===== src/hw/rtl/ests_pkg.sv =====
package ests_pkg;

	// input transaction payload
	typedef struct packed {
		logic [31:0] epoch_seconds;
	} stamp_t;

	// result transaction payload
	typedef struct packed {
		logic       valid_res;
		logic [5:0] second;
		logic [5:0] minute;
		logic [4:0] hour;
		logic [2:0] weekday;
		logic [7:0] year_since_1900;
		logic [8:0] day_of_year;
		logic [3:0] month;
		logic [4:0] day_of_month;
	} date_t;

	// sequencer phases
	typedef enum logic [7:0] {
		PH_IDLE = 8'b0000_0001,
		PH_DAY  = 8'b0000_0010,
		PH_HOUR = 8'b0000_0100,
		PH_MIN  = 8'b0000_1000,
		PH_YEAR = 8'b0001_0000,
		PH_YDOY = 8'b0010_0000,
		PH_MON  = 8'b0100_0000,
		PH_DOM  = 8'b1000_0000
	} phase_t;

	localparam logic [16:0] DAY_SECS   = 17'd86400;
	localparam logic [11:0] HOUR_SECS  = 12'd3600;
	localparam logic [5:0]  MIN_SECS   = 6'd60;
	localparam logic [15:0] DAY_LIMIT  = 16'd49673;
	localparam logic [7:0]  YEAR_OFS   = 8'd70;
	localparam logic [3:0]  WEEK_DAYS  = 4'd7;
	localparam logic [4:0]  THURSDAY   = 5'd4;
	localparam int          YEAR_COUNT = 136;
	localparam logic [7:0]  IDX_2100   = 8'd130;

	// steps less one per division or search, highest bit first
	localparam logic [3:0] DAY_STEPS_M1  = 4'd15;
	localparam logic [3:0] HOUR_STEPS_M1 = 4'd4;
	localparam logic [3:0] MIN_STEPS_M1  = 4'd5;
	localparam logic [3:0] YEAR_STEPS_M1 = 4'd7;
	localparam logic [3:0] MON_STEPS_M1  = 4'd3;

	typedef logic [15:0] year_tab_t [0:255];
	typedef logic [8:0]  mon_tab_t  [0:15];

	// leap year by offset from 1970, valid through 2105
	function automatic logic leap_of_index(logic [7:0] idx);
		return (idx[1:0] == 2'd2) && (idx != IDX_2100);
	endfunction

	// day number of january 1 for each year, unused slots never match
	function automatic year_tab_t year_start_tab();
		year_tab_t   tab;
		int unsigned d;
		d = 0;
		for (int i = 0; i < 256; i++) begin
			if (i < YEAR_COUNT) begin
				tab[i] = 16'(d);
				d = d + 365 + (leap_of_index(8'(i)) ? 1 : 0);
			end else begin
				tab[i] = 16'hFFFF;
			end
		end
		return tab;
	endfunction

	localparam year_tab_t YEAR_START = year_start_tab();

	localparam mon_tab_t MON_START_COMMON = '{
		9'd0, 9'd31, 9'd59, 9'd90, 9'd120, 9'd151, 9'd181, 9'd212,
		9'd243, 9'd273, 9'd304, 9'd334, 9'h1FF, 9'h1FF, 9'h1FF, 9'h1FF
	};

	localparam mon_tab_t MON_START_LEAP = '{
		9'd0, 9'd31, 9'd60, 9'd91, 9'd121, 9'd152, 9'd182, 9'd213,
		9'd244, 9'd274, 9'd305, 9'd335, 9'h1FF, 9'h1FF, 9'h1FF, 9'h1FF
	};

	function automatic logic [8:0] mon_start(logic leap, logic [3:0] idx);
		return leap ? MON_START_LEAP[idx] : MON_START_COMMON[idx];
	endfunction

	// (days + 4) mod 7 by folding octal digits, since 8 is 1 mod 7
	function automatic logic [2:0] weekday_of(logic [15:0] days);
		logic [16:0] x;
		logic [5:0]  s1;
		logic [3:0]  s2;
		x  = {1'b0, days} + {12'd0, THURSDAY};
		s1 = {3'd0, x[2:0]} + {3'd0, x[5:3]} + {3'd0, x[8:6]}
			+ {3'd0, x[11:9]} + {3'd0, x[14:12]} + {4'd0, x[16:15]};
		s2 = {1'b0, s1[2:0]} + {1'b0, s1[5:3]};
		return (s2 >= WEEK_DAYS) ? 3'(s2 - WEEK_DAYS) : s2[2:0];
	endfunction

endpackage


===== src/hw/rtl/ests_chan_if.sv =====
interface ests_chan_if #(
	parameter type payload_t = logic
);
	logic     valid;
	logic     ready;
	payload_t payload;

	modport source (output valid, output payload, input ready);
	modport sink (input valid, input payload, output ready);
endinterface


===== src/hw/rtl/ests_sub_unit.sv =====
// shared compare and subtract unit
module ests_sub_unit (
	input  logic [31:0] a,
	input  logic [31:0] b,
	output logic [31:0] diff,
	output logic        ge
);
	logic [32:0] wide;

	// borrow out of the 33-bit difference gives the compare
	assign wide = {1'b0, a} - {1'b0, b};
	assign ge   = ~wide[32];
	assign diff = wide[31:0];
endmodule


===== src/hw/rtl/epoch_seconds_to_calendar.sv =====
// channel | dir | payload                 | handshake
// stamp   | in  | ests_pkg::stamp_t       | valid/ready
// date    | out | ests_pkg::date_t        | valid/ready
//
// a valid stamp goes from acceptance to result through 16 division steps for
// the day count, 5 and 6 for hour and minute, 8 for the binary year search,
// 4 for the month search and single day-of-year and day-of-month steps, all
// on one shared 32-bit compare and subtract unit; rejects go to the final step.
// arst_n clears the sequencer and the output valid flag.
// stamp is accepted only while the sequencer is idle; a result waiting on
// date does not block acceptance, it only holds the final step until taken.
module epoch_seconds_to_calendar (
	input logic        clk,
	input logic        arst_n,
	ests_chan_if.sink   stamp,
	ests_chan_if.source date
);

	ests_pkg::phase_t phase_q;
	logic [3:0]       step_q;
	logic             out_valid_q;
	ests_pkg::date_t  out_q;

	logic [31:0] acc_q;
	logic [15:0] days_q;
	logic [4:0]  hour_q;
	logic [5:0]  min_q;
	logic [7:0]  yidx_q;
	logic [8:0]  doy_q;
	logic [3:0]  mon_q;
	logic [2:0]  wd_q;
	logic        lp_q;
	logic        bad_q;

	logic [31:0] alu_a;
	logic [31:0] alu_b;
	logic [31:0] alu_diff;
	logic        alu_ge;
	logic [7:0]  year_cand;
	logic [3:0]  mon_cand;
	logic [15:0] days_w;
	logic        step_last;
	logic        out_load;
	logic        reject;
	ests_pkg::date_t result;

	assign year_cand = yidx_q | (8'd1 << step_q[2:0]);
	assign mon_cand  = mon_q | (4'd1 << step_q[1:0]);
	assign days_w    = {days_q[15:1], alu_ge};
	assign step_last = (step_q == 4'd0);
	assign out_load  = (phase_q == ests_pkg::PH_DOM) && (!out_valid_q || date.ready);
	assign reject    = bad_q || (days_w >= ests_pkg::DAY_LIMIT);

	// operand selection for the shared unit
	always_comb begin
		alu_a = acc_q;
		alu_b = '0;
		case (phase_q)
			ests_pkg::PH_DAY: begin
				alu_b = {15'd0, ests_pkg::DAY_SECS} << step_q;
			end
			ests_pkg::PH_HOUR: begin
				alu_b = {20'd0, ests_pkg::HOUR_SECS} << step_q;
			end
			ests_pkg::PH_MIN: begin
				alu_b = {26'd0, ests_pkg::MIN_SECS} << step_q;
			end
			ests_pkg::PH_YEAR: begin
				alu_a = {16'd0, days_q};
				alu_b = {16'd0, ests_pkg::YEAR_START[year_cand]};
			end
			ests_pkg::PH_YDOY: begin
				alu_a = {16'd0, days_q};
				alu_b = {16'd0, ests_pkg::YEAR_START[yidx_q]};
			end
			ests_pkg::PH_MON: begin
				alu_a = {23'd0, doy_q};
				alu_b = {23'd0, ests_pkg::mon_start(lp_q, mon_cand)};
			end
			ests_pkg::PH_DOM: begin
				alu_a = {23'd0, doy_q};
				alu_b = {23'd0, ests_pkg::mon_start(lp_q, mon_q)};
			end
			default: begin
				alu_a = acc_q;
				alu_b = '0;
			end
		endcase
	end

	ests_sub_unit u_sub (
		.a    (alu_a),
		.b    (alu_b),
		.diff (alu_diff),
		.ge   (alu_ge)
	);

	// sequencer
	always_ff @(posedge clk or negedge arst_n) begin
		if (!arst_n) begin
			phase_q <= ests_pkg::PH_IDLE;
			step_q  <= '0;
		end else begin
			case (phase_q)
				ests_pkg::PH_IDLE: begin
					if (stamp.valid) begin
						phase_q <= ests_pkg::PH_DAY;
						step_q  <= ests_pkg::DAY_STEPS_M1;
					end
				end
				ests_pkg::PH_DAY: begin
					if (step_last) begin
						phase_q <= reject ? ests_pkg::PH_DOM : ests_pkg::PH_HOUR;
						step_q  <= ests_pkg::HOUR_STEPS_M1;
					end else begin
						step_q <= step_q - 4'd1;
					end
				end
				ests_pkg::PH_HOUR: begin
					if (step_last) begin
						phase_q <= ests_pkg::PH_MIN;
						step_q  <= ests_pkg::MIN_STEPS_M1;
					end else begin
						step_q <= step_q - 4'd1;
					end
				end
				ests_pkg::PH_MIN: begin
					if (step_last) begin
						phase_q <= ests_pkg::PH_YEAR;
						step_q  <= ests_pkg::YEAR_STEPS_M1;
					end else begin
						step_q <= step_q - 4'd1;
					end
				end
				ests_pkg::PH_YEAR: begin
					if (step_last) begin
						phase_q <= ests_pkg::PH_YDOY;
					end else begin
						step_q <= step_q - 4'd1;
					end
				end
				ests_pkg::PH_YDOY: begin
					phase_q <= ests_pkg::PH_MON;
					step_q  <= ests_pkg::MON_STEPS_M1;
				end
				ests_pkg::PH_MON: begin
					if (step_last) begin
						phase_q <= ests_pkg::PH_DOM;
					end else begin
						step_q <= step_q - 4'd1;
					end
				end
				ests_pkg::PH_DOM: begin
					if (out_load) begin
						phase_q <= ests_pkg::PH_IDLE;
					end
				end
				default: begin
					phase_q <= ests_pkg::PH_IDLE;
					step_q  <= '0;
				end
			endcase
		end
	end

	// datapath registers, one quotient or search bit per division or search step
	always_ff @(posedge clk) begin
		case (phase_q)
			ests_pkg::PH_IDLE: begin
				if (stamp.valid) begin
					acc_q  <= stamp.payload.epoch_seconds;
					bad_q  <= &stamp.payload.epoch_seconds;
					yidx_q <= '0;
					mon_q  <= '0;
				end
			end
			ests_pkg::PH_DAY: begin
				if (alu_ge) begin
					acc_q <= alu_diff;
				end
				days_q[step_q] <= alu_ge;
				if (step_last) begin
					bad_q <= reject;
					wd_q  <= ests_pkg::weekday_of(days_w);
				end
			end
			ests_pkg::PH_HOUR: begin
				if (alu_ge) begin
					acc_q <= alu_diff;
				end
				hour_q[step_q[2:0]] <= alu_ge;
			end
			ests_pkg::PH_MIN: begin
				if (alu_ge) begin
					acc_q <= alu_diff;
				end
				min_q[step_q[2:0]] <= alu_ge;
			end
			ests_pkg::PH_YEAR: begin
				if (alu_ge) begin
					yidx_q <= year_cand;
				end
			end
			ests_pkg::PH_YDOY: begin
				doy_q <= alu_diff[8:0];
				lp_q  <= ests_pkg::leap_of_index(yidx_q);
			end
			ests_pkg::PH_MON: begin
				if (alu_ge) begin
					mon_q <= mon_cand;
				end
			end
			default: begin
			end
		endcase
	end

	// result assembly, all zero when rejected
	always_comb begin
		result = '0;
		if (!bad_q) begin
			result.valid_res       = 1'b1;
			result.second          = acc_q[5:0];
			result.minute          = min_q;
			result.hour            = hour_q;
			result.weekday         = wd_q;
			result.year_since_1900 = ests_pkg::YEAR_OFS + yidx_q;
			result.day_of_year     = doy_q;
			result.month           = mon_q;
			result.day_of_month    = alu_diff[4:0] + 5'd1;
		end
	end

	// output register
	always_ff @(posedge clk or negedge arst_n) begin
		if (!arst_n) begin
			out_valid_q <= 1'b0;
		end else if (out_load) begin
			out_valid_q <= 1'b1;
		end else if (date.ready) begin
			out_valid_q <= 1'b0;
		end
	end

	always_ff @(posedge clk) begin
		if (out_load) begin
			out_q <= result;
		end
	end

	assign stamp.ready  = (phase_q == ests_pkg::PH_IDLE);
	assign date.valid   = out_valid_q;
	assign date.payload = out_q;

	// checks
	a_accept_starts_day: assert property (@(posedge clk) disable iff (!arst_n)
		stamp.valid && stamp.ready |=> phase_q == ests_pkg::PH_DAY
			&& step_q == ests_pkg::DAY_STEPS_M1)
		else $error("transaction accepted without starting the day division");

	a_rem_in_day: assert property (@(posedge clk) disable iff (!arst_n)
		phase_q == ests_pkg::PH_HOUR |-> acc_q < {15'd0, ests_pkg::DAY_SECS})
		else $error("remainder not below one day after division");

	a_valid_ranges: assert property (@(posedge clk) disable iff (!arst_n)
		date.valid && date.payload.valid_res |-> date.payload.month <= 4'd11
			&& date.payload.day_of_month != 5'd0 && date.payload.hour <= 5'd23
			&& date.payload.weekday <= 3'd6)
		else $error("converted date field out of range");

	a_reject_zero: assert property (@(posedge clk) disable iff (!arst_n)
		date.valid && !date.payload.valid_res |-> date.payload.year_since_1900 == 8'd0
			&& date.payload.day_of_month == 5'd0 && date.payload.second == 6'd0)
		else $error("rejected result carries nonzero fields");

endmodule


===== src/flat_wrapper.sv =====
// flat-port wrapper written by rule: the top's interface ports become plain ports
module epoch_seconds_to_calendar_flat 
  (clk, arst_n, stamp_valid, stamp_payload, stamp_ready, date_valid, date_payload, date_ready);
  ests_chan_if #(.payload_t(ests_pkg::stamp_t)) stamp_i ();
  ests_chan_if #(.payload_t(ests_pkg::date_t)) date_i ();
  input logic clk;
  input logic arst_n;
  input wire logic [$bits(stamp_i.valid)-1:0] stamp_valid;
  input wire logic [$bits(stamp_i.payload)-1:0] stamp_payload;
  output wire logic [$bits(stamp_i.ready)-1:0] stamp_ready;
  output wire logic [$bits(date_i.valid)-1:0] date_valid;
  output wire logic [$bits(date_i.payload)-1:0] date_payload;
  input wire logic [$bits(date_i.ready)-1:0] date_ready;
  assign stamp_i.valid = stamp_valid;
  assign stamp_i.payload = stamp_payload;
  assign stamp_ready = stamp_i.ready;
  assign date_valid = date_i.valid;
  assign date_payload = date_i.payload;
  assign date_i.ready = date_ready;
  epoch_seconds_to_calendar u_core (.clk(clk), .arst_n(arst_n), .stamp(stamp_i), .date(date_i));
endmodule

===== config.mk =====
export PLATFORM = sky130hd
export DESIGN_NAME = epoch_seconds_to_calendar_flat
export DESIGN_NICKNAME = d
export VERILOG_FILES = /design/src/hw/rtl/ests_pkg.sv /design/src/hw/rtl/ests_chan_if.sv /design/src/hw/rtl/ests_sub_unit.sv /design/src/hw/rtl/epoch_seconds_to_calendar.sv /design/src/flat_wrapper.sv
export SDC_FILE = /design/constraint.sdc
export NUM_CORES = 1
export LEC_CHECK = 0
export ABC_AREA = 1
export CAP_MARGIN = 25
export CORE_MARGIN = 2
export CORE_UTILIZATION = 44
export CTS_CLUSTER_SIZE = 40
export DETAILED_ROUTE_END_ITERATION = 10
export DONT_BUFFER_PORTS = 1
export PLACE_DENSITY = 0.69
export SYNTH_ARGS = -nofsm -noshare
export SYNTH_HDL_FRONTEND = slang
export SYNTH_HIERARCHICAL = 1
export SYNTH_SLANG_ARGS = --single-unit
export TNS_END_PERCENT = 20

===== constraint.sdc =====
create_clock -name clk -period 9.2 [get_ports clk]
set_clock_uncertainty 0.05 [all_clocks]
set_input_delay 0.46 -clock clk [delete_from_list [all_inputs] [get_ports clk]]
set_output_delay 0.46 -clock clk [all_outputs]
set_load 0.01 [all_outputs]

After elaboration in Yosys (flattened, before gate mapping)

Memories as Yosys holds them, arrays and structs flattened.
Cells that the tools add are included.

Divide/modulo/power cells: 0
Add/subtract/negate cells: 12
Bitwise operators: 8
Multipliers: 0
Reductions and logical operators: 25
Multiplexer cells: 54
Magnitude comparators: 10
Equal/unequal tests: 21
Shifts and indexed selects: 5

Operator list:

| operator                                           | number |
|---|---|
| case mux 32 bit (7 select lines)                   | 1 |
| case mux 32 bit (2 select lines)                   | 2 |
| two-way mux 9 bit                                  | 10 |
| two-way mux 8 bit                                  | 10 |
| two-way mux 16 bit                                 | 4 |
| two-way mux 32 bit                                 | 2 |
| case mux 8 bit (8 select lines)                    | 1 |
| two-way mux 47 bit                                 | 1 |
| subtractor 32 x 32 -> 33 bit                       | 1 |
| AND reduction 32 bit                               | 1 |
| << shifter 12 x 4 -> 32 bit (first input constant) | 1 |
| << shifter 17 x 4 -> 32 bit (first input constant) | 1 |
| << shifter 6 x 4 -> 32 bit (first input constant)  | 1 |
| two-way mux 4 bit                                  | 7 |
| case mux 4 bit (7 select lines)                    | 1 |
| adder 6 x 3 -> 6 bit                               | 3 |
| >= comparator 9 bit (second input constant)        | 2 |
| inverter 8 -> 9 bit                                | 2 |
| adder 16 x 3 -> 17 bit (second input constant)     | 1 |
| bitwise mux 16 bit                                 | 1 |
| >= comparator 16 bit (second input constant)       | 1 |
| case mux 8 bit (2 select lines)                    | 1 |
| AND reduction 3 bit                                | 5 |
| != test 2 x 1 -> 1 bit (second input constant)     | 6 |
| 46 further kinds                                   | 69 |

Bits in read-only memories: 8768
Word-level logic and storage cells: 163
Input port bits: 36
Register bits after elaboration: 145
Memories kept: 6
Latch bits: 0
Memory bits (writable): 0

Memory list:

| memory          | depth | width | read ports | clocked after Yosys merged registers in | wr ports | line                            | text |
|---|---|---|---|---|---|---|---|
| (no name shown) | 256   | 16    | 1          | 0                                       | 0        | epoch_seconds_to_calendar.sv:70 | `alu_b = {16'd0, ests_pkg::YEAR_START[year_cand]};` |
| (no name shown) | 256   | 16    | 1          | 0                                       | 0        | epoch_seconds_to_calendar.sv:74 | `alu_b = {16'd0, ests_pkg::YEAR_START[yidx_q]};` |
| (no name shown) | 16    | 9     | 1          | 0                                       | 0        | ests_pkg.sv:87                  | `return leap ? MON_START_LEAP[idx] : MON_START_COMMON[idx];` |
| (no name shown) | 16    | 9     | 1          | 0                                       | 0        | ests_pkg.sv:87                  |  |
| (no name shown) | 16    | 9     | 1          | 0                                       | 0        | ests_pkg.sv:87                  |  |
| (no name shown) | 16    | 9     | 1          | 0                                       | 0        | ests_pkg.sv:87                  |  |

Depth between registers and ports, before layout

Gate-level depths: netlist (run 1).

Depth in word-level cells: 19
Depth in mapped cells: 52

Modules after synthesis

The synthesis (run 1) kept the hierarchy.

Modules (own cells, without submodules):

| module                    | seq. area each (um^2) | times used | cells an instance | area an instance (um^2) |
|---|---|---|---|---|
| epoch_seconds_to_calendar | 4290.4                | 1          | 1929              | 12684.7 |
| ests_sub_unit             | 0.0                   | 1          | 545               | 2597.5 |

Worst setup path after synthesis (run 1)

No wires, ideal clock.

Path type: register -> register
Start: reg u_core.step_q[0]
End: reg u_core.wd_q[0], data pin
Data arrival time: 7.492 ns
Required time: 8.891 ns
Cell stages (with the launch flop): 44
Path slack: 1.399 ns
Path buffers: 1
Cells stage by stage: dfrtp_1 inv_1 clkbuf_1 ha_1 ha_1 inv_1 nand2_1 ha_1 inv_1 nand3_1 nand3_1 nand2_1 nor2_1 nand2_1 nand2_1 nand2_1 nand3_1 nand2_1 [... 8 more ...] nand3_2 nand2_1 nand2_1 fa_1 xnor2_1 ha_1 a31o_2 fa_1 fa_1 a21oi_1 o21ai_0 xor2_1 fa_1 inv_1 ha_1 nand2_1 nand2_1 xor2_1

RTL lines:

| element                                                          | line                             | text |
|---|---|---|
| start, declared                                                  | epoch_seconds_to_calendar.sv:20  | `logic [3:0] step_q;` |
| start signal, assigned                                           | epoch_seconds_to_calendar.sv:108 | `step_q <= ests_pkg::DAY_STEPS_M1;` |
| start signal, assigned                                           | epoch_seconds_to_calendar.sv:114 | `step_q <= ests_pkg::HOUR_STEPS_M1;` |
| start signal, assigned                                           | epoch_seconds_to_calendar.sv:116 | `step_q <= step_q - 4'd1;` |
| << shifter 1 x 3 -> 8 bit (*)                                    | epoch_seconds_to_calendar.sv:47  | `assign year_cand = yidx_q \| (8'd1 << step_q[2:0]);` |
| bitwise OR 8 bit (*)                                             | epoch_seconds_to_calendar.sv:47  |  |
| named net u_core.year_cand[0]                                    | epoch_seconds_to_calendar.sv:39  | `logic [7:0] year_cand;` |
| inverter 8 -> 9 bit (not written as such) (*)                    | epoch_seconds_to_calendar.sv:70  |  |
| memory (256 x 16 bit) (*)                                        | n/a                              |  |
| two-way mux 16 bit (not written as such) (*) (2 in series)       | epoch_seconds_to_calendar.sv:70  |  |
| case mux 32 bit (7 select lines) (*)                             | epoch_seconds_to_calendar.sv:58  | `case (phase_q)` |
| named net u_core.alu_b[8]                                        | epoch_seconds_to_calendar.sv:36  | `logic [31:0] alu_b;` |
| [... 2 more ...]                                                 | n/a                              |  |
| named net u_core.alu_ge                                          | epoch_seconds_to_calendar.sv:38  | `logic alu_ge;` |
| adder 16 x 3 -> 17 bit (*)                                       | ests_pkg.sv:95                   | `x = {1'b0, days} + {12'd0, THURSDAY};` |
| adder 3 x 3 -> 4 bit                                             | ests_pkg.sv:96                   | `s1 = {3'd0, x[2:0]} + {3'd0, x[5:3]} + {3'd0, x[8:6]}` |
| adder 6 x 3 -> 6 bit                                             | ests_pkg.sv:96                   |  |
| adder 6 x 3 -> 6 bit (2 in series)                               | ests_pkg.sv:97                   | `+ {3'd0, x[11:9]} + {3'd0, x[14:12]} + {4'd0, x[16:15]};` |
| adder 6 x 2 -> 6 bit (*)                                         | ests_pkg.sv:97                   |  |
| adder 3 x 3 -> 4 bit (*)                                         | ests_pkg.sv:98                   | `s2 = {1'b0, s1[2:0]} + {1'b0, s1[5:3]};` |
| >= comparator 4 x 3 -> 1 bit or subtractor 3 bit (tied branches) | ests_pkg.sv:99                   | `return (s2 >= WEEK_DAYS) ? 3'(s2 - WEEK_DAYS) : s2[2:0];` |
| two-way mux 3 bit (*)                                            | ests_pkg.sv:99                   |  |
| end signal, assigned                                             | epoch_seconds_to_calendar.sv:184 | `wd_q <= ests_pkg::weekday_of(days_w);` |
| end, declared                                                    | epoch_seconds_to_calendar.sv:31  | `logic [2:0] wd_q;` |

Mark *: on every way through the listed nets, which the timed path passes. The rest lies on a longest branch. The select of a mux whose other input is x is not followed.
A chain may end at the register's enable or synchronous reset.

Final worst setup path (run 1)

Ends and elaborated chain as after synthesis.

==> qor.log, run 1 <==
[global_route] Congestion Overflow GR 0
[synthesis] post-synth top area cell sky130_fd_sc_hd__edfxtp_1
[global_route] via count of the first global-routing pass 15,210
[finish] Post-Layout Cell Count 2,927
[timing] portion of the clock cycle consumed by the worst path in the final layout 94.96%
[synthesis] YS warnings 6
[synthesis] proportion of netlist area held by the largest area contributor 25.94%
[drt] Routed Antenna Nets 0
[drt] vias post-DR 16,300
[die] floorplan die height 190.4 microns
[global_route] largest net degree at the start of global routing 43
[setup_path] required time of the worst setup path 9.33 ns
[placement] cell count after placement 2,888
[setup_path] Critical Path Fanout Max 9
[status] result of the run complete, no violations
[synthesis] top post-synthesis cells by count sky130_fd_sc_hd__nand2_1, sky130_fd_sc_hd__inv_1, sky130_fd_sc_hd__nor2_1
[min_path] terminating pin of the worst hold path u_core/date.valid
[timing] highest clock frequency the design can meet 114.5 MHz
[die] Top Ports 85
[timing] Hold Fails Final Rpt 0
[timing] number of failing setup endpoints in the final timing report 0
[timing] Final Slew Violations 0
[cts] CTS sink cnt 145
[placement] HPWL after detailed placement 40,100 microns
[finish] area delta synth->final 8.032%
[cts] TritonCTS clock tree yes
[finish] share of final-layout standard cells stronger than drive strength 1 6.513%
[cts] number of levels the H-tree was split into 4
[synthesis] syn nets 2,601
[cts] clock latency reported for the late side of the worst-skew pair 0.43 ns
[drt] Routed WL per cell 17.95 microns
[setup_path] worst setup path category flop to flop
[synthesis] proportion of synthesized chip area in sequential cells 28.07%
[cts] CTS max path bufs 2
[die] Starting Density 44.46%
[setup_path] critical path arrival 8.86 ns
[die] core area 34,370 sq um
[global_route] gr usage total 29.07%
[timing] Slew headroom 34.52%
[placement] PortBufs 0
[setup_path] endpoint kind of the worst setup timing path flop
[synthesis] mean area per synthesized cell 6.177 sq um
[cts] master cell of the clock root buffer sky130_fd_sc_hd__clkbuf_16
[global_route] antenna violations before repair 0
[synthesis] share of synthesized flip-flops with an asynchronous set or reset 8.966%
[setup_path] r2r startpoint u_core/step_q[0]
[cts] TritonCTS Buffers 17
[setup_path] type of element launching the critical path flop
[finish] total number of nets in the final design 2,586
[finish] multi-input logic area 9248 sq um
[min_path] worst hold start date_ready
[min_path] Worst Hold Class input port to flop
[die] chip width 190.4 microns
[synthesis] distinct cell type count after synthesis 52
[die] site row count 68
[synthesis] leading post-synthesis cells by cell area sky130_fd_sc_hd__edfxtp_1, sky130_fd_sc_hd__nand2_1, sky130_fd_sc_hd__inv_1, sky130_fd_sc_hd__nand3_1, sky130_fd_sc_hd__ha_1
[drt] sum of routed wire length over all layers 52,550 microns
[synthesis] Syn Std Cell Area 15,280 sq um
[drt] Detailed Route Iter0 Violations 1,727
[finish] final core utilization 48.03%
[drt] number of search-and-repair iterations in the first detailed-routing pass 6
[finish] Antenna diodes 0
[setup_path] beginning of the critical path u_core/step_q[0]
[finish] number of fill cells 3,608
[finish] Sequential cell area 4292 sq um
[synthesis] Yosys reg bits 145
[run] maxcap violations 0
[setup_path] Max stage delay cell, worst path sky130_fd_sc_hd__fa_1
[setup_path] most frequent cell on the critical path sky130_fd_sc_hd__nand2_1
[cts] clk slew on worst S/H paths 0.07 ns
[die] total die area 36,240 sq um
[setup_path] worst reg2reg setup slack 0.46 ns
[synthesis] top-count cell post-synth sky130_fd_sc_hd__nand2_1
[timing] actual slew at the worst max-slew pin 0.9732 ns
[setup_path] Critical R2R Capture u_core/wd_q[0]
[min_path] Cells on Worst Hold Path 1
[global_route] global-route wire length before repair 83,190 microns
[drt] remaining design rule violation count 0
[placement] gp weighted congestion 0.9829
[drt] detail-routed via count per cell 5.570
[setup_path] Reg2Reg Depth 39
[synthesis] synthesized netlist cell count 2,474
[synthesis] Post-synth EDFFs 132
[setup_path] largest stage delay on the critical path 0.54 ns
[synthesis] prevailing post-synth register cell sky130_fd_sc_hd__edfxtp_1
[timing] post-layout min period 8.736 ns
==> sequential cells by signal, summed over array words and instances (netlist names), 5 cells and up <==
register / cells
u_core/date.payload: 47
u_core/doy_q: 9
u_core/acc_q: 32
u_core/days_q: 16
u_core/phase_q: 8
u_core/hour_q: 5
u_core/min_q: 6
u_core/yidx_q: 8
==> final cells by class <==
class	count	area share (%)
Inverter	370	8.458
Sequential cell	145	25.99
Clock buffer	19	2.622
Timing Repair Buffer	48	2.274
Tap cell	455	3.448
Clock inverter	13	1.190
Multi-Input combinational cell	1877	56.01
==> metal layers <==
metal / vias up / share of wire (%) / global-route usage [%]
met5: - / 0 / 0
li1: 7892 / - / -
met3: 94 / 9.3 / 4.601
met4: 0 / 2.5 / 8.646
met2: 849 / 44 / 45.24
met1: 7467 / 44 / 41.40
==> cells in the final DEF (no fill, tap or decap), drive strengths merged, types with 11 or more instances in the layout <==
master  netlist  layout
nand4        32      32
clkbuf       32      19
buf          50      47
nand2       918     918
a21oi       121     121
inv         368     372
xor2         27      27
nor3         17      17
ha           81      81
a31oi        11      11
o21ai       101     101
nand3       244     244
nor2        256     256
edfxtp      132     132
dfrtp        12      12
==> kinds of logic (layout without fill, tap and decap cells) <==
logic type | Yosys count | after routing | share of synthesized area, %
buffers and inverters | 452 | 450 | 11.62
and+or+nand+nor | 1477 | 1477 | 40.46
adders and majority gates | 91 | 91 | 7.942
DFF | 145 | 145 | 28.07
AOI/OAI and AO/OA | 278 | 278 | 10.13
xor gates and xnor gates | 31 | 31 | 1.777
==> worst max path at each step <==
| stage | slack (ns) | end | depth (start not counted) |
|---|---|---|---|
| after floorplan | 1.40 | u_core/wd_q[0] | 43 |
| after global placement | 0.68 | u_core/wd_q[1] | 37 |
| after detailed placement | 0.45 | u_core/wd_q[0] | 37 |
| after CTS | 0.41 | u_core/wd_q[0] | 37 |
| after global routing | -0.0008 | u_core/wd_q[0] | 44 |
| final | 0.46 | u_core/wd_q[0] | 39 |
==> critical path: cells and delay by family, from the launching register on <==
kind / cells / cell delay (ns)
xor+xnor: 4 / 0.68
simple gates: 14 / 1.58
buf+inv: 6 / 0.81
fa+ha+maj: 11 / 3.98
flops: 1 / 0.53
compound gates: 4 / 0.85
==> timing repair <==
item | in CTS | in global routing
hold endpoints to repair | 13 | 0
buffers inserted | 0 | 6
endpoints found under the setup margin | 0 | 3
hold buffers | 1 | 0
resized for setup | 0 | 5
==> metrics by stage <==
stage	setup TNS (ns)	setup WS (ns)	cell area (sq um)	hold WS, ns
floorplan	0	1.399	15280	0.1144
finish	0	0.4637	16510	0.08457
CTS	0	0.4108	16450	0.07244
global placement	0	0.6806	15790	0.1150
global route	-0.0008091	-0.0008091	16510	0.09675
detailed placement	0	0.4475	15810	0.1150
Power of run 1 is not shown: default switching activity piles up to over one toggle a cycle in this logic, so the estimate is an artifact.
==> run 2, diff against run 1 <==
--- a/config.mk
+++ b/config.mk
@@ -13,6 +13,7 @@
 export DETAILED_ROUTE_END_ITERATION = 10
 export DONT_BUFFER_PORTS = 1
 export PLACE_DENSITY = 0.69
+export REMOVE_ABC_BUFFERS = 1
 export SYNTH_ARGS = -nofsm -noshare
 export SYNTH_HDL_FRONTEND = slang
 export SYNTH_HIERARCHICAL = 1
==> qor.log, run 2 (synthesis gave the netlist of run 1 again) <==
[status] result of the run complete, no violations
[finish] Biggest register u_core/date.payload
[timing] Slew headroom 34.47%
[timing] final setup margin 0.4877 ns
[cts] CTS sink cnt 145
[cts] CTS max path bufs 2
[setup_path] endpoint kind of the worst setup timing path flop
[drt] Detailed Route Iter0 Violations 2,078
[placement] PortBufs 0
[finish] max reg flops 47
[finish] multi-input logic area 9245 sq um
[timing] portion of the clock cycle consumed by the worst path in the final layout 94.70%
[finish] Post-Layout Cell Count 2,919
[die] chip width 190.4 microns
[placement] cell count after placement 2,883
[drt] vias post-DR 16,480
[timing] number of failing setup endpoints in the final timing report 0
[placement] gp weighted congestion 0.9975
[drt] Routed WL per cell 18.13 microns
[drt] number of search-and-repair iterations in the first detailed-routing pass 6
[finish] Sequential cell area 4290 sq um
[timing] post-layout min period 8.712 ns
[cts] number of levels the H-tree was split into 4
[global_route] gr usage total 28.90%
[global_route] via count of the first global-routing pass 15,420
[global_route] global-route wire length before repair 82,870 microns
[drt] Routed Antenna Nets 0
[timing] actual slew at the worst max-slew pin 0.9830 ns
[timing] RSZ-0062 raised after global routing no
[setup_path] required time of the worst setup path 9.32 ns
[placement] DP Worst Slack 0.5492 ns
[timing] Hold Fails Final Rpt 0
[cts] clock latency reported for the late side of the worst-skew pair 0.43 ns
[die] site row count 68
[drt] sum of routed wire length over all layers 52,920 microns
[cts] clk slew on worst S/H paths 0.07 ns
[timing] highest clock frequency the design can meet 114.8 MHz
[finish] area delta synth->final 7.614%
[cts] TritonCTS Buffers 17
[die] core area 34,370 sq um
[finish] number of fill cells 3,633
[timing] Final Slew Violations 0
[die] floorplan die height 190.4 microns
[finish] Antenna diodes 0
[finish] registers with the highest flip-flop counts u_core/date.payload: 47 flops, u_core/acc_q: 32 flops, u_core/days_q: 16 flops
[cts] TritonCTS clock tree yes
[finish] total number of nets in the final design 2,578
[die] total die area 36,240 sq um
[global_route] largest net degree at the start of global routing 48
[setup_path] critical path arrival 8.83 ns
[die] Starting Density 44.46%
[min_path] Worst Hold Class input port to flop
[drt] remaining design rule violation count 0
[setup_path] largest stage delay on the critical path 0.65 ns
[placement] HPWL after detailed placement 40,210 microns
[setup_path] type of element launching the critical path flop
[global_route] antenna violations before repair 0
[setup_path] most frequent cell on the critical path sky130_fd_sc_hd__nand2_1
[drt] detail-routed via count per cell 5.644
[finish] most common cell after layout, fill and taps aside sky130_fd_sc_hd__nand2_1
[finish] leading cell types in the layout, fill and taps excluded sky130_fd_sc_hd__nand2_1, sky130_fd_sc_hd__inv_1, sky130_fd_sc_hd__nor2_1
[timing] setup TNS 0 ns
[run] maxcap violations 0
[setup_path] Critical Path Fanout Max 13
[die] Top Ports 85
[finish] share of final-layout standard cells stronger than drive strength 1 6.250%
[setup_path] Max stage delay cell, worst path sky130_fd_sc_hd__dfrtp_1
[cts] master cell of the clock root buffer sky130_fd_sc_hd__clkbuf_16
[finish] final core utilization 47.85%
[setup_path] worst setup path category flop to flop
[global_route] Congestion Overflow GR 0
[run 2: what timing repair did]
item                                    4_1_cts  5_1_grt
setup buffers                                 0        3
endpoints found under the hold margin        13        0
hold buffers                                  1        0
endpoints found under the setup margin        0        3
resized for setup                             0        3
[run 2: routing by layer]
metal,vias to the layer above,routed length [microns],track usage (%)
met5,-,0,0
met4,0,1558,9.064
met3,124,4437,3.607
met2,863,23140,45.24
met1,7622,23790,41.39
li1,7866,-,-
[run 2: area by class of cell]
| cell class | count | share of cell area (%) |
|---|---|---|
| clock buffers | 18 | 2.670 |
| clock inverters | 14 | 1.255 |
| inverters | 370 | 8.468 |
| multi-input cells | 1877 | 56.22 |
| flip-flops and latches | 145 | 26.09 |
| well taps | 455 | 3.462 |
| repair buffers | 40 | 1.841 |
[run 2: worst paths after layout]
kind                                   from                       to  slack [ns]  depth (start not counted)
setup / recovery           u_core/step_q[1]           u_core/wd_q[1]        0.49                         41
hold / removal                   date_ready        u_core/date.valid        0.12                          1
setup reg to reg           u_core/step_q[1]           u_core/wd_q[1]        0.49                         41
hold reg to reg            u_core/hour_q[0]  u_core/date.payload[29]        0.47                          2
max in group asynchronous            arst_n         u_core/step_q[0]        8.18                          1
min in group asynchronous            arst_n         u_core/step_q[2]        0.46                          1
[run 2: critical path, delay by kind of cell, from the launching register on]
| family | cells | cell delay (ns) |
|---|---|---|
| adders and majority gates | 11 | 3.79 |
| and+or+nand+nor | 18 | 2.03 |
| DFF | 1 | 0.65 |
| AOI/OAI and AO/OA | 4 | 0.88 |
| buffers and inverters | 5 | 0.59 |
| xor gates and xnor gates | 3 | 0.45 |
[run 2: stage by stage]
stage                     hold WS (ns)  instance area (sq um)
after global routing            0.1120                  16450
after CTS                       0.1129                  16410
after floorplan                 0.1144                  14900
final                           0.1244                  16450
after detailed placement        0.1151                  15760
after global placement          0.1148                  15760
Power of run 2 is left out for the same reason.
